===== config.mk =====
export PLATFORM = sky130hd
export DESIGN_NAME = led_fade_envelope_top
export DESIGN_NICKNAME = d
export VERILOG_FILES = /design/src/hdl/lfe_pkg.sv /design/src/hdl/lfe_div.sv /design/src/hdl/lfe_ctrl.sv /design/src/hdl/lfe_dpath.sv /design/src/hdl/led_fade_envelope_top.sv
export SDC_FILE = /design/constraint.sdc
export NUM_CORES = 2
export LEC_CHECK = 0
export ABC_AREA = 0
export BUFFER_PORTS_ARGS = -buffer_cell sky130_fd_sc_hd__buf_2
export CORE_MARGIN = 2
export CORE_UTILIZATION = 48
export DETAILED_ROUTE_END_ITERATION = 8
export SYNTH_ARGS = -nofsm -noshare
export SYNTH_HDL_FRONTEND = slang
export SYNTH_SLANG_ARGS = --single-unit

===== constraint.sdc =====
create_clock -name aclk -period 6.8 [get_ports aclk]
set_input_delay 0 -clock aclk [delete_from_list [all_inputs] [get_ports aclk]]
set_output_delay 0 -clock aclk [all_outputs]
set_load 0.05 [all_outputs]

===== src/hdl/lfe_pkg.sv =====
`default_nettype none
// ----------------------------------------------------------------------------
// lfe_pkg
// Shared widths, codes and control bundles of the LED fade envelope block.
// ----------------------------------------------------------------------------
package lfe_pkg;

    localparam int COLOR_W    = 8;                    // one color channel
    localparam int LEVEL_W    = 7;                    // brightness in percent
    localparam int CNT_W      = 16;                   // countdown width
    localparam int DELTA_W    = 8;                    // elapsed time per tick
    localparam int DVD_W      = LEVEL_W + CNT_W;      // level times countdown
    localparam int CHAN_W     = COLOR_W + LEVEL_W;    // base times level
    localparam int RECIP_W    = 13;
    localparam int SCALED_W   = CHAN_W + RECIP_W;
    localparam int PCT_SHIFT  = 19;
    // floor(x / 100) == (x * 5243) >> 19 for every x below 2**15
    localparam logic [RECIP_W-1:0] PCT_RECIP = 13'd5243;
    localparam int SAT_W      = SCALED_W - PCT_SHIFT; // quotient bits before clamp
    localparam int NUM_CHAN   = 3;
    localparam int CFG_ADDR_W = 3;
    localparam int CFG_DATA_W = 16;
    localparam logic [LEVEL_W-1:0] MAX_LEVEL_RST = 7'd100;

    typedef enum logic [CFG_ADDR_W-1:0] {
        CFG_BASE_RED   = 3'd0,
        CFG_BASE_GREEN = 3'd1,
        CFG_BASE_BLUE  = 3'd2,
        CFG_MAX_LEVEL  = 3'd3,
        CFG_RISE_TICKS = 3'd4,
        CFG_FALL_TICKS = 3'd5
    } cfg_idx_t;

    typedef enum logic [1:0] {
        PH_RESTART = 2'd0,
        PH_RISE    = 2'd1,
        PH_FALL    = 2'd2,
        PH_HOLD    = 2'd3
    } phase_t;

    typedef struct packed {
        logic load;       // take the input item, step the countdowns
        logic mul;        // form level times remaining count
        logic div_start;  // launch the divider
        logic scale;      // base times level per channel
        logic recip;      // multiply by the reciprocal of 100
        logic paint;      // update the current color
        logic out_load;   // move the result into the output register
    } lfe_cmd_t;

    typedef struct packed {
        phase_t phase;
        logic   div_done;
        logic   out_free;
    } lfe_status_t;

endpackage : lfe_pkg
`default_nettype wire


===== src/hdl/lfe_div.sv =====
`default_nettype none
// ----------------------------------------------------------------------------
// lfe_div
// Restoring divider, one quotient bit per cycle.
// ----------------------------------------------------------------------------
module lfe_div
    import lfe_pkg::*;
(
    input  wire logic             aclk,
    input  wire logic             aresetn,
    input  wire logic             start,
    input  wire logic [DVD_W-1:0] dividend,
    input  wire logic [CNT_W-1:0] divisor,
    output logic                  done,
    output logic      [DVD_W-1:0] quotient
);

    localparam int STEP_W = $clog2(DVD_W);

    logic              busy_reg, busy_next;
    logic              done_reg, done_next;
    logic [STEP_W-1:0] step_reg, step_next;
    logic [DVD_W-1:0]  quo_reg, quo_next;
    logic [CNT_W-1:0]  rem_reg, rem_next;
    logic [CNT_W:0]    trial;
    logic              fits;

    always_comb begin
        trial     = {rem_reg, quo_reg[DVD_W-1]};
        fits      = trial >= {1'b0, divisor};
        busy_next = busy_reg;
        done_next = 1'b0;
        step_next = step_reg;
        quo_next  = quo_reg;
        rem_next  = rem_reg;
        if (start) begin
            busy_next = 1'b1;
            step_next = STEP_W'(DVD_W - 1);
            quo_next  = dividend;
            rem_next  = '0;
        end else if (busy_reg) begin
            // shift in the next dividend bit, subtract where it fits
            rem_next  = fits ? CNT_W'(trial - {1'b0, divisor}) : trial[CNT_W-1:0];
            quo_next  = {quo_reg[DVD_W-2:0], fits};
            step_next = step_reg - 1'b1;
            if (step_reg == '0) begin
                busy_next = 1'b0;
                done_next = 1'b1;
            end
        end
    end

    always_ff @(posedge aclk) begin
        if (!aresetn) begin
            busy_reg <= 1'b0;
            done_reg <= 1'b0;
            step_reg <= '0;
        end else begin
            busy_reg <= busy_next;
            done_reg <= done_next;
            step_reg <= step_next;
        end
        quo_reg <= quo_next;
        rem_reg <= rem_next;
    end

    assign done     = done_reg;
    assign quotient = quo_reg;

    a_done_after_busy: assert property (@(posedge aclk) disable iff (!aresetn)
        done_reg |-> $past(busy_reg))
        else $error("divider done without a running division");

    a_start_runs: assert property (@(posedge aclk) disable iff (!aresetn)
        start |=> busy_reg && (step_reg == STEP_W'(DVD_W - 1)))
        else $error("divider did not load its step count");

    a_rem_below_divisor: assert property (@(posedge aclk) disable iff (!aresetn)
        (busy_reg && !start && divisor != '0) |=> ($past(divisor) == '0) ||
            (rem_reg < $past(divisor)))
        else $error("partial remainder not below divisor");

endmodule : lfe_div
`default_nettype wire


===== src/hdl/lfe_ctrl.sv =====
`default_nettype none
// ----------------------------------------------------------------------------
// lfe_ctrl
// Sequencer: accept an item, walk the datapath steps, hand off the result.
// ----------------------------------------------------------------------------
module lfe_ctrl
    import lfe_pkg::*;
(
    input  wire logic        aclk,
    input  wire logic        aresetn,
    input  wire logic        s_valid,
    output logic             s_ready,
    input  wire lfe_status_t status,
    output lfe_cmd_t         cmd
);

    typedef enum logic [3:0] {
        ST_IDLE,
        ST_DISPATCH,
        ST_MUL,
        ST_DIV_GO,
        ST_DIV_WAIT,
        ST_SCALE,
        ST_RECIP,
        ST_PAINT,
        ST_WRITE
    } state_t;

    state_t state_reg, state_next;

    always_comb begin
        state_next = state_reg;
        unique case (state_reg)
            ST_IDLE:     if (s_valid) state_next = ST_DISPATCH;
            ST_DISPATCH: begin
                unique case (status.phase)
                    PH_RESTART:       state_next = ST_SCALE;
                    PH_RISE, PH_FALL: state_next = ST_MUL;
                    default:          state_next = ST_WRITE;
                endcase
            end
            ST_MUL:      state_next = ST_DIV_GO;
            ST_DIV_GO:   state_next = ST_DIV_WAIT;
            ST_DIV_WAIT: if (status.div_done) state_next = ST_SCALE;
            ST_SCALE:    state_next = ST_RECIP;
            ST_RECIP:    state_next = ST_PAINT;
            ST_PAINT:    state_next = ST_WRITE;
            ST_WRITE:    if (status.out_free) state_next = ST_IDLE;
            default:     state_next = ST_IDLE;
        endcase
    end

    always_ff @(posedge aclk) begin
        if (!aresetn) begin
            state_reg <= ST_IDLE;
        end else begin
            state_reg <= state_next;
        end
    end

    assign s_ready       = (state_reg == ST_IDLE);
    assign cmd.load      = (state_reg == ST_IDLE) && s_valid;
    assign cmd.mul       = (state_reg == ST_MUL);
    assign cmd.div_start = (state_reg == ST_DIV_GO);
    assign cmd.scale     = (state_reg == ST_SCALE);
    assign cmd.recip     = (state_reg == ST_RECIP);
    assign cmd.paint     = (state_reg == ST_PAINT);
    assign cmd.out_load  = (state_reg == ST_WRITE) && status.out_free;

    a_div_done_in_wait: assert property (@(posedge aclk) disable iff (!aresetn)
        status.div_done |-> (state_reg == ST_DIV_WAIT))
        else $error("divider finished outside the wait step");

    a_paint_then_write: assert property (@(posedge aclk) disable iff (!aresetn)
        cmd.paint |=> (state_reg == ST_WRITE))
        else $error("painted color not handed off");

    a_load_dispatch: assert property (@(posedge aclk) disable iff (!aresetn)
        cmd.load |=> (state_reg == ST_DISPATCH) && !s_ready)
        else $error("accepted item not dispatched");

endmodule : lfe_ctrl
`default_nettype wire


===== src/hdl/lfe_dpath.sv =====
`default_nettype none
// ----------------------------------------------------------------------------
// lfe_dpath
// Registers, countdowns, level arithmetic, color scaling and output register.
// ----------------------------------------------------------------------------
module lfe_dpath
    import lfe_pkg::*;
(
    input  wire logic                  aclk,
    input  wire logic                  aresetn,
    input  wire logic                  cfg_wr_en,
    input  wire logic [CFG_ADDR_W-1:0] cfg_addr,
    input  wire logic [CFG_DATA_W-1:0] cfg_wr_data,
    input  wire logic                  s_req_type,
    input  wire logic [DELTA_W-1:0]    s_elapsed,
    input  wire lfe_cmd_t              cmd,
    output lfe_status_t                status,
    output logic                       m_valid,
    input  wire logic                  m_ready,
    output logic      [COLOR_W-1:0]    m_out_red,
    output logic      [COLOR_W-1:0]    m_out_green,
    output logic      [COLOR_W-1:0]    m_out_blue,
    output logic                       m_fading
);

    // programmed registers
    logic [COLOR_W-1:0] cfg_base_reg [NUM_CHAN];
    logic [LEVEL_W-1:0] cfg_max_reg;
    logic [CNT_W-1:0]   cfg_rise_reg;
    logic [CNT_W-1:0]   cfg_fall_reg;

    // copies latched by a restart
    logic [COLOR_W-1:0] run_base_reg [NUM_CHAN];
    logic [LEVEL_W-1:0] run_max_reg;
    logic [CNT_W-1:0]   run_rise_reg;
    logic [CNT_W-1:0]   run_fall_reg;

    logic [CNT_W-1:0]   rise_left_reg, fall_left_reg;
    logic [COLOR_W-1:0] cur_reg [NUM_CHAN];
    phase_t             phase_reg, phase_next;
    logic [LEVEL_W-1:0] level_reg;
    logic [DVD_W-1:0]   prod_reg;
    logic [CHAN_W-1:0]  chan_reg [NUM_CHAN];
    logic [SCALED_W-1:0] scaled_reg [NUM_CHAN];
    logic               m_valid_reg;

    logic [CNT_W-1:0]   delta_ext;
    logic [CNT_W-1:0]   rise_step, fall_step;
    logic [CNT_W-1:0]   mul_left, div_divisor;
    logic               div_done;
    logic [DVD_W-1:0]   div_q;
    logic               out_free;

    assign delta_ext = {{(CNT_W - DELTA_W){1'b0}}, s_elapsed};
    assign rise_step = (rise_left_reg > delta_ext) ? rise_left_reg - delta_ext : '0;
    assign fall_step = (fall_left_reg > delta_ext) ? fall_left_reg - delta_ext : '0;

    always_comb begin
        if (s_req_type) begin
            phase_next = PH_RESTART;
        end else if (rise_left_reg != '0 && run_rise_reg != '0) begin
            phase_next = PH_RISE;
        end else if (fall_left_reg != '0 && run_fall_reg != '0) begin
            phase_next = PH_FALL;
        end else begin
            phase_next = PH_HOLD;
        end
    end

    assign mul_left    = (phase_reg == PH_RISE) ? rise_left_reg : fall_left_reg;
    assign div_divisor = (phase_reg == PH_RISE) ? run_rise_reg : run_fall_reg;
    assign out_free    = !m_valid_reg || m_ready;

    lfe_div u_div (
        .aclk     (aclk),
        .aresetn  (aresetn),
        .start    (cmd.div_start),
        .dividend (prod_reg),
        .divisor  (div_divisor),
        .done     (div_done),
        .quotient (div_q)
    );

    // configuration writes
    always_ff @(posedge aclk) begin
        if (!aresetn) begin
            for (int i = 0; i < NUM_CHAN; i++) cfg_base_reg[i] <= '0;
            cfg_max_reg  <= MAX_LEVEL_RST;
            cfg_rise_reg <= '0;
            cfg_fall_reg <= '0;
        end else if (cfg_wr_en) begin
            unique case (cfg_addr)
                CFG_BASE_RED:   cfg_base_reg[0] <= cfg_wr_data[COLOR_W-1:0];
                CFG_BASE_GREEN: cfg_base_reg[1] <= cfg_wr_data[COLOR_W-1:0];
                CFG_BASE_BLUE:  cfg_base_reg[2] <= cfg_wr_data[COLOR_W-1:0];
                CFG_MAX_LEVEL:  cfg_max_reg     <= cfg_wr_data[LEVEL_W-1:0];
                CFG_RISE_TICKS: cfg_rise_reg    <= cfg_wr_data[CNT_W-1:0];
                CFG_FALL_TICKS: cfg_fall_reg    <= cfg_wr_data[CNT_W-1:0];
                default: ;
            endcase
        end
    end

    // envelope state
    always_ff @(posedge aclk) begin
        if (!aresetn) begin
            for (int i = 0; i < NUM_CHAN; i++) begin
                run_base_reg[i] <= '0;
                cur_reg[i]      <= '0;
            end
            run_max_reg   <= MAX_LEVEL_RST;
            run_rise_reg  <= '0;
            run_fall_reg  <= '0;
            rise_left_reg <= '0;
            fall_left_reg <= '0;
            phase_reg     <= PH_HOLD;
            m_valid_reg   <= 1'b0;
        end else begin
            if (cmd.load) begin
                phase_reg <= phase_next;
                unique case (phase_next)
                    PH_RESTART: begin
                        for (int i = 0; i < NUM_CHAN; i++) run_base_reg[i] <= cfg_base_reg[i];
                        run_max_reg   <= cfg_max_reg;
                        run_rise_reg  <= cfg_rise_reg;
                        run_fall_reg  <= cfg_fall_reg;
                        rise_left_reg <= cfg_rise_reg;
                        fall_left_reg <= cfg_fall_reg;
                    end
                    PH_RISE: rise_left_reg <= rise_step;
                    PH_FALL: fall_left_reg <= fall_step;
                    default: ;
                endcase
            end
            if (cmd.paint) begin
                // clamp a quotient that overflows one channel
                for (int i = 0; i < NUM_CHAN; i++) begin
                    cur_reg[i] <= scaled_reg[i][SCALED_W-1] ? {COLOR_W{1'b1}} :
                        scaled_reg[i][PCT_SHIFT +: COLOR_W];
                end
            end
            if (cmd.out_load) begin
                m_valid_reg <= 1'b1;
            end else if (m_ready) begin
                m_valid_reg <= 1'b0;
            end
        end
    end

    // arithmetic pipeline, no reset needed
    always_ff @(posedge aclk) begin
        if (cmd.load) begin
            // restart: full level at once when there is no rise
            level_reg <= (cfg_rise_reg == '0) ? cfg_max_reg : '0;
        end else if (div_done) begin
            level_reg <= (phase_reg == PH_RISE) ?
                LEVEL_W'(run_max_reg - div_q[LEVEL_W-1:0]) : div_q[LEVEL_W-1:0];
        end
        if (cmd.mul) begin
            prod_reg <= DVD_W'(run_max_reg) * DVD_W'(mul_left);
        end
        for (int i = 0; i < NUM_CHAN; i++) begin
            if (cmd.scale) begin
                chan_reg[i] <= CHAN_W'(run_base_reg[i]) * CHAN_W'(level_reg);
            end
            if (cmd.recip) begin
                scaled_reg[i] <= SCALED_W'(chan_reg[i]) * SCALED_W'(PCT_RECIP);
            end
        end
        if (cmd.out_load) begin
            m_out_red   <= cur_reg[0];
            m_out_green <= cur_reg[1];
            m_out_blue  <= cur_reg[2];
            m_fading    <= (rise_left_reg != '0) || (fall_left_reg != '0);
        end
    end

    // clamp must only trip on the top quotient bit
    if (SAT_W != COLOR_W + 1) begin : g_bad_width
        $error("scaled quotient width does not match the clamp");
    end

    assign status.phase    = phase_reg;
    assign status.div_done = div_done;
    assign status.out_free = out_free;
    assign m_valid         = m_valid_reg;

    a_quotient_bounded: assert property (@(posedge aclk) disable iff (!aresetn)
        div_done |-> (div_q <= DVD_W'(run_max_reg)))
        else $error("level quotient above peak level");

    a_load_when_free: assert property (@(posedge aclk) disable iff (!aresetn)
        cmd.out_load |-> out_free)
        else $error("output register overwritten");

    a_rise_bounded: assert property (@(posedge aclk) disable iff (!aresetn)
        rise_left_reg <= run_rise_reg)
        else $error("rise countdown above rise length");

    a_fall_bounded: assert property (@(posedge aclk) disable iff (!aresetn)
        fall_left_reg <= run_fall_reg)
        else $error("fall countdown above fall length");

endmodule : lfe_dpath
`default_nettype wire


===== src/hdl/led_fade_envelope_top.sv =====
`default_nettype none
// ----------------------------------------------------------------------------
// led_fade_envelope_top
// Linear fade-in / fade-out brightness envelope for one RGB LED.
// ----------------------------------------------------------------------------
//
//  channel   direction  handshake          payload
//  s_        in         s_valid/s_ready    s_req_type, s_elapsed
//  m_        out        m_valid/m_ready    m_out_red/green/blue, m_fading
//  cfg_      in         cfg_wr_en          cfg_addr, cfg_wr_data
//
//  Items: one item at a time. A rise or fall tick runs through the
//  23-step restoring divider (one quotient bit a cycle); a restart skips
//  the divider, and a tick with both countdowns at zero goes straight to
//  the write step.
//  Reset: synchronous, active low; countdowns and colors clear, peak level
//  resets to 100 percent. No clearing pass.
//  Stalls: the result sits in an output register; the next item is accepted
//  while it waits, and the block holds in its write step until it is taken.
//
module led_fade_envelope_top
    import lfe_pkg::*;
(
    input  wire logic                  aclk,
    input  wire logic                  aresetn,
    // configuration
    input  wire logic                  cfg_wr_en,
    input  wire logic [CFG_ADDR_W-1:0] cfg_addr,
    input  wire logic [CFG_DATA_W-1:0] cfg_wr_data,
    // input items
    input  wire logic                  s_valid,
    output logic                       s_ready,
    input  wire logic                  s_req_type,
    input  wire logic [DELTA_W-1:0]    s_elapsed,
    // result items
    output logic                       m_valid,
    input  wire logic                  m_ready,
    output logic      [COLOR_W-1:0]    m_out_red,
    output logic      [COLOR_W-1:0]    m_out_green,
    output logic      [COLOR_W-1:0]    m_out_blue,
    output logic                       m_fading
);

    // sequencer commands and datapath status
    lfe_cmd_t    cmd;
    lfe_status_t status;

    // controller: accept, dispatch by phase, step the arithmetic, hand off
    lfe_ctrl u_ctrl (
        .aclk    (aclk),
        .aresetn (aresetn),
        .s_valid (s_valid),
        .s_ready (s_ready),
        .status  (status),
        .cmd     (cmd)
    );

    // datapath: registers, countdowns, divider, color scaling, output register
    lfe_dpath u_dpath (
        .aclk        (aclk),
        .aresetn     (aresetn),
        .cfg_wr_en   (cfg_wr_en),
        .cfg_addr    (cfg_addr),
        .cfg_wr_data (cfg_wr_data),
        .s_req_type  (s_req_type),
        .s_elapsed   (s_elapsed),
        .cmd         (cmd),
        .status      (status),
        .m_valid     (m_valid),
        .m_ready     (m_ready),
        .m_out_red   (m_out_red),
        .m_out_green (m_out_green),
        .m_out_blue  (m_out_blue),
        .m_fading    (m_fading)
    );

endmodule : led_fade_envelope_top
`default_nettype wire

* Word level (Yosys, flattened, before mapping) *
Memory sizes are Yosys's and may differ from the RTL's. A register that Yosys moved wholly into a read port is not among the register bits.
Cells that the tools add are included.

word-level totals
  register bits after elaboration = 194
  memory bits (writable) = 201
  memories = 5

operators by class
  add/subtract/negate cells = 5
  multipliers = 7
  magnitude comparators = 3
  equal/unequal tests = 20
  muxes and demuxes = 65
  bitwise logic cells = 11
  reduce and logical (&&, ||, !) cells = 32

memory list
  memory                words  width  rd ports  clocked after Yosys merged registers in  write ports  line             text
  u_dpath.scaled_reg    3      28     3         0                                        3            lfe_dpath.sv:44  logic [SCALED_W-1:0] scaled_reg [NUM_CHAN];
  u_dpath.chan_reg      3      15     3         0                                        3            lfe_dpath.sv:43  logic [CHAN_W-1:0] chan_reg [NUM_CHAN];
  u_dpath.cfg_base_reg  3      8      3         0                                        3            lfe_dpath.sv:27  logic [COLOR_W-1:0] cfg_base_reg [NUM_CHAN];
  u_dpath.cur_reg       3      8      3         3                                        3            lfe_dpath.sv:39  logic [COLOR_W-1:0] cur_reg [NUM_CHAN];
  u_dpath.run_base_reg  3      8      3         0                                        3            lfe_dpath.sv:33  logic [COLOR_W-1:0] run_base_reg [NUM_CHAN];

operators by type and width
  operator                  number
  $mux W8                   12
  $mul A15 B13 Y28 const B  3
  $mux W16                  5
  $pmux W16 S2              2
  $reduce_bool A16 Y1       4
  $mux W23                  2
  $mul A8 B7 Y15            3
  $pmux W4 S9               1
  $gt A16 B8 Y1             2
  $sub A16 B8 Y16           2
  $mux W1                   31
  $mux W7                   4
  $mul A7 B16 Y23           1
  $ge A17 B16 Y1            1
  $eq A4 B3 Y1 const B      4
  $logic_not A16 Y1         1
  $sub A16 B16 Y16          1
  $mux W4                   3
  $reduce_and A2 Y1         6
  $mux W5                   2
  $reduce_bool A2 Y1        5
  $or A1 B1 Y1              9
  $eq A4 B2 Y1 const B      2
  $pmux W4 S2               1
  23 further kinds          36

* Longest topological paths before layout *
  depth after elaboration = 11
  mapped depth = 24
  mapped depth without buffers = 22

* By module *
From an unflattened synthesis, not the netlist that was laid out.

second synthesis, totals
  cells, all modules = 3598
  area, all modules = 34928.5 um^2

by module, submodules not included
  module     times used  cells each  area each (um^2)  seq. area each (um^2)
  lfe_dpath  1           3276        31766.7           8237.9
  lfe_div    1           280         2850.2            1151.1
  lfe_ctrl   1           42          311.5             80.1

* Worst setup path after synthesis *
OpenSTA, ideal clock, no wires.

  kind = register to register
  start point = register u_dpath.phase_reg[1]
  end point = register u_dpath.prod_reg[19] (data pin)
  library setup time = 0.259 ns
  arrival = 5.765 ns
  setup slack = 0.775 ns
  cell stages (with the launch flop) = 25
  buffers on the path = 2
  period minus slack after synthesis = 6.025 ns
  path through = dfxtp_1 -> inv_1 -> ha_1 -> clkbuf_1 -> clkbuf_1 -> mux2i_1 -> nor2_1 -> fa_1 -> inv_1 -> fa_1 -> inv_1 -> fa_1 -> inv_1 -> fa_1 -> inv_1 -> ha_1 -> a21oi_1 -> o32a_1 -> o41ai_1 -> o211a_1 -> o31ai_1 -> a21boi_0 -> o21a_1 -> nor2_1 -> xnor2_1

between the ends
  cells in the longest elaborated chain, start to end = 3

RTL lines
  what                    line              text
  from (decl)             lfe_dpath.sv:40   phase_t phase_reg, phase_next;
  from (signal assigned)  lfe_dpath.sv:120  phase_reg <= phase_next;
  $eq A2 B1 Y1            lfe_dpath.sv:70   assign mul_left = (phase_reg == PH_RISE) ? rise_left_reg : fall_left_reg;
  $mux W16                lfe_dpath.sv:70
  $mul A7 B16 Y23         lfe_dpath.sv:160  prod_reg <= DVD_W'(run_max_reg) * DVD_W'(mul_left);
  to (signal assigned)    lfe_dpath.sv:160
  to (decl)               lfe_dpath.sv:42   logic [DVD_W-1:0] prod_reg;

Every way passes these cells.
A chain may end at the register's enable or synchronous reset.

* Worst setup path in the final report *
Ends and elaborated chain as after synthesis.

==> metrics.md <==
| Metric | Value |
|---|---|
| Status | finished clean |
| Cts hold-fix bufs | 26 |
| CP max stage cell | mux2i_1 |
| First-pass GRT wire length | 125000 um |
| Core Area | 0.07136 mm2 |
| PD cells | 211.8 mW/mm2 |
| Max Cap Violations | 0 |
| Critical path endpoint | u_dpath.prod_reg[19]$_DFFE_PP_ |
| Die area | 0.07422 mm2 |
| Sequential fraction of the synthesis area | 0.2738 |
| Port Buffers | 59 |
| Crit-path cells | inv_1 > ha_1 > mux2i_1 > nand2b_1 > fa_1 > fa_1 > inv_1 > fa_1 > inv_1 > fa_1 > inv_1 > ha_1 > a21oi_1 > o32a_1 > o41ai_1 > o211a_1 > o31ai_1 > a21boi_0 > o21a_1 > nor2_1 > xnor2_1 |
| Antenna Nets Post-Route | 0 |
| GRT met3 Usage | 0.02504 |
| TritonCTS clock tree | built |
| Sequential share of power | 0.337 |
| Final instance area | 0.03770 mm2 |
| Pre-CTS setup slack | 697.4 ps |
| Critical path startpoint | u_dpath.phase_reg[1]$_SDFFE_PN1P_ |
| Count of cell types in the netlist | 73 |
| Max Slew Vio Count | 0 |
| FP Rows | 98 |
| CP Data Required Time | 7150 ps |
| Final setup vio count | 0 |
| Worst-skew pair later-pin latency | 600 ps |
| Die W | 272.4 um |
| Worst Skew | 34.25 ps |
| Clock Sinks | 362 |
| Overflow after GRT | 0 |
| Initial antenna violation count | 0 |
| R2R setup slack | 710 ps |
| Largest net degree at the start of global routing | 87 |
| Fin. Hold Viols | 0 |
| Clk pwr share | 0.314 |
| Synth Register Bits | 362 |
| Crit path kind | register to register |
| Synthesized instance count | 3522 |
| Post-CTS setup buffer count | 0 |
| VDD IR max | 0.2043 mV |
| Share of layout cells above drive strength 1 | 0.05141 |
| Io pins | 60 |
| Switching power | 2731 uW |
| Inserted Diodes | 0 |
| TritonCTS Buffers | 45 |
| Tot GR Track Use | 0.2075 |
| Via/cell ratio | 5.139 |
| Number of remaining DRC errors | 0 |
| Top FF cell, synth | edfxtp_1 |
| Post-synth EDFFs | 222 |
| Crit path max fanout | 8 |
| Pwr Total | 7986 uW |
| Post-synthesis cell area | 0.03459 mm2 |
| Clock buffer depth | 3 |
| Largest delay contributor family on the critical path | adder cells |
| Total placed instance area | 0.03588 mm2 |
| Mapped Avg Cell Area | 9.820 um2 |
| CP Data Arrival Time | 6440 ps |
| Post-DP HPWL | 58810 um |
| Logic pwr share | 0.349 |
| CP Launch Type | register |
| R2R cell count | 21 |
| GRT busiest layer | met2 |
| Worst min-delay path class | input pin to register |
| Final wirelength | 73840 um |
| Synthesis Warnings | 0 |
| GR Util met2 | 0.3527 |
| Final nets | 4466 |
| Leak Pwr | 0.01803 uW |
| Relative slew margins | 0.1671 |
| Critical path buffer and inverter count | 4 |
| Vias in the first global route | 24240 |
| Area Growth Syn to Fin | 9.011% |
| Post-cts resize count | 0 |
| Slew @ Worst Pin | 1245 ps |
| Reg clk slew, reported paths | 60 ps |
| Final setup margin | 713.9 ps |
| Initial Util | 0.4847 |
| Vert. Die Dim | 272.4 um |
| GR met1 Demand/Resource | 0.2807 |
| Fin crit period | 6086 ps |
| Worst setup EP type | register |
| Reg-to-reg endpoint | u_dpath.prod_reg[19]$_DFFE_PP_ |
| Fin crit share | 0.8950 |
| Routed WL per cell | 16.17 um |
| Clk Tree Root Cell | clkbuf_16 |
| H-tree depth | 2 |
| GP Congestion | 0.8952 |
| Number of flip-flops in the largest register | 45 |
| Max stage delay on crit path | 580 ps |
| R2R Path Start | u_dpath.phase_reg[1]$_SDFFE_PN1P_ |
| RSZ-0062 raised after global routing | false |
| Syn nets | 4406 |
| Detailed-route via count | 23480 |
| Initial drt markers | 1325 |
| Max Clock Freq | 164.3 MHz |
| Sw frac | 0.3420 |
| Post-synth ARST share | 0 |
| Total Neg Setup Slack | 0 ps |
| Stages on worst setup path | 21 |
| DRT Pass-1 Iters | 7 |
| Internal power | 5255 uW |
[synthesized netlist by cell type, types with 30 or more instances]
library cell	instances	area share
dfxtp_1	140	0.081
and2_1	105	0.019
edfxtp_1	222	0.19
a21boi_0	44	0.0096
o21ai_0	102	0.015
nand2b_1	32	0.0058
nand3_1	30	0.0043
a21o_1	34	0.0074
nor3_1	34	0.0049
xor2_1	35	0.0089
nor2b_1	86	0.016
xnor2_1	71	0.018
clkbuf_1	80	0.0087
inv_1	646	0.070
ha_1	484	0.18
nand2_1	394	0.043
nor2_1	153	0.017
mux2i_1	46	0.013
and3_1	35	0.0063
a21oi_1	146	0.021
fa_1	367	0.21
[through the flow]
step	hold WS [ps]	cells	util
after floorplan	124.2	3522	-
after global routing	142.6	4568	0.5283
after global placement	256.2	4459	0.5027
after CTS	70.34	4568	0.5283
final	112.4	4568	0.5283
after detailed placement	261.5	4459	0.5027
[final cells by class]
cell class                      count  area (um2)
Fill cell                        6557       33660
Timing Repair Buffer              105       705.7
Inverter                          647        2429
Clock inverter                     33       412.9
Sequential cell                   362        9469
Tap cell                          950        1189
Clock buffer                       50        1155
Multi-Input combinational cell   2421       22340
[tightest hold or removal path, cell delays in order]
cell and delay [ps]:
buf_2 130, nor2b_1 160, nand3_1 240, nand2_1 90, nand3_1 70
[worst min path at each step]
| stage | cells past startpoint | start | end |
|---|---|---|---|
| after floorplan | 2 | cfg_wr_data[2] | u_dpath.cfg_max_reg[2]$_SDFFE_PN1P_ |
| after global routing | 5 | cfg_wr_en | u_dpath.cfg_max_reg[5]$_SDFFE_PN1P_ |
| final | 5 | cfg_wr_en | u_dpath.cfg_max_reg[5]$_SDFFE_PN1P_ |
| after global placement | 3 | cfg_wr_data[13] | u_dpath.cfg_rise_reg[13]$_SDFFE_PN0P_ |
| after detailed placement | 3 | cfg_wr_data[10] | u_dpath.cfg_rise_reg[10]$_SDFFE_PN0P_ |
| after CTS | 5 | cfg_wr_en | u_dpath.cfg_max_reg[2]$_SDFFE_PN1P_ |
[logic make-up (layout without fill, tap and decap cells)]
group	count (synthesis)	in the layout	share of synthesized area
xor+xnor	106	106	0.02684
simple gates	953	953	0.1323
flops	362	362	0.2738
buf+inv	739	835	0.08067
compound gates	457	457	0.08295
fa+ha+maj	851	851	0.3875
mux	54	54	0.01592
[layout by cell type, fill, tap and decap left out, types with 7 or more instances in the layout]
cell | Yosys | layout
and3_1 | 35 | 34
dfxtp_1 | 140 | 140
mux2i_1 | 46 | 46
o21a_1 | 27 | 27
a31oi_1 | 17 | 17
mux2_2 | 8 | 8
buf_4 | 1 | 20
ha_1 | 484 | 484
a21o_1 | 34 | 34
and2_1 | 105 | 105
xor2_1 | 35 | 35
a211oi_1 | 9 | 9
nand3_1 | 30 | 30
xnor2_1 | 71 | 71
a21boi_0 | 44 | 44
nor4_1 | 22 | 22
dlygate4sd3_1 | 0 | 26
a221oi_1 | 8 | 8
or2_2 | 9 | 9
clkbuf_16 | 0 | 45
nand2_1 | 394 | 394
nor2_1 | 153 | 152
o211ai_1 | 7 | 7
or3_1 | 16 | 16
buf_2 | 4 | 59
nor3_1 | 34 | 33
nand2b_1 | 32 | 32
a22oi_1 | 8 | 8
edfxtp_1 | 222 | 222
o21ai_0 | 102 | 102
a21oi_1 | 146 | 146
nand4_1 | 14 | 14
inv_1 | 646 | 646
fa_1 | 367 | 367
nor2b_1 | 86 | 85
[per-layer routing]
layer  routed length, um  vias up
met5                   0        -
li1                    -    11630
met3                2732       96
met4                1935        0
met1               34230    11350
met2               34950      394
[power groups by stage]
stage	combinational (uW)	sequential, uW	clock, uW
after floorplan	2240	2660	0
after global placement	2760	2740	0
after detailed placement	2780	2730	0
after CTS	2820	2690	2570
after global routing	3220	2710	2660
final	2790	2690	2510
(Power assumes the default switching activity.)
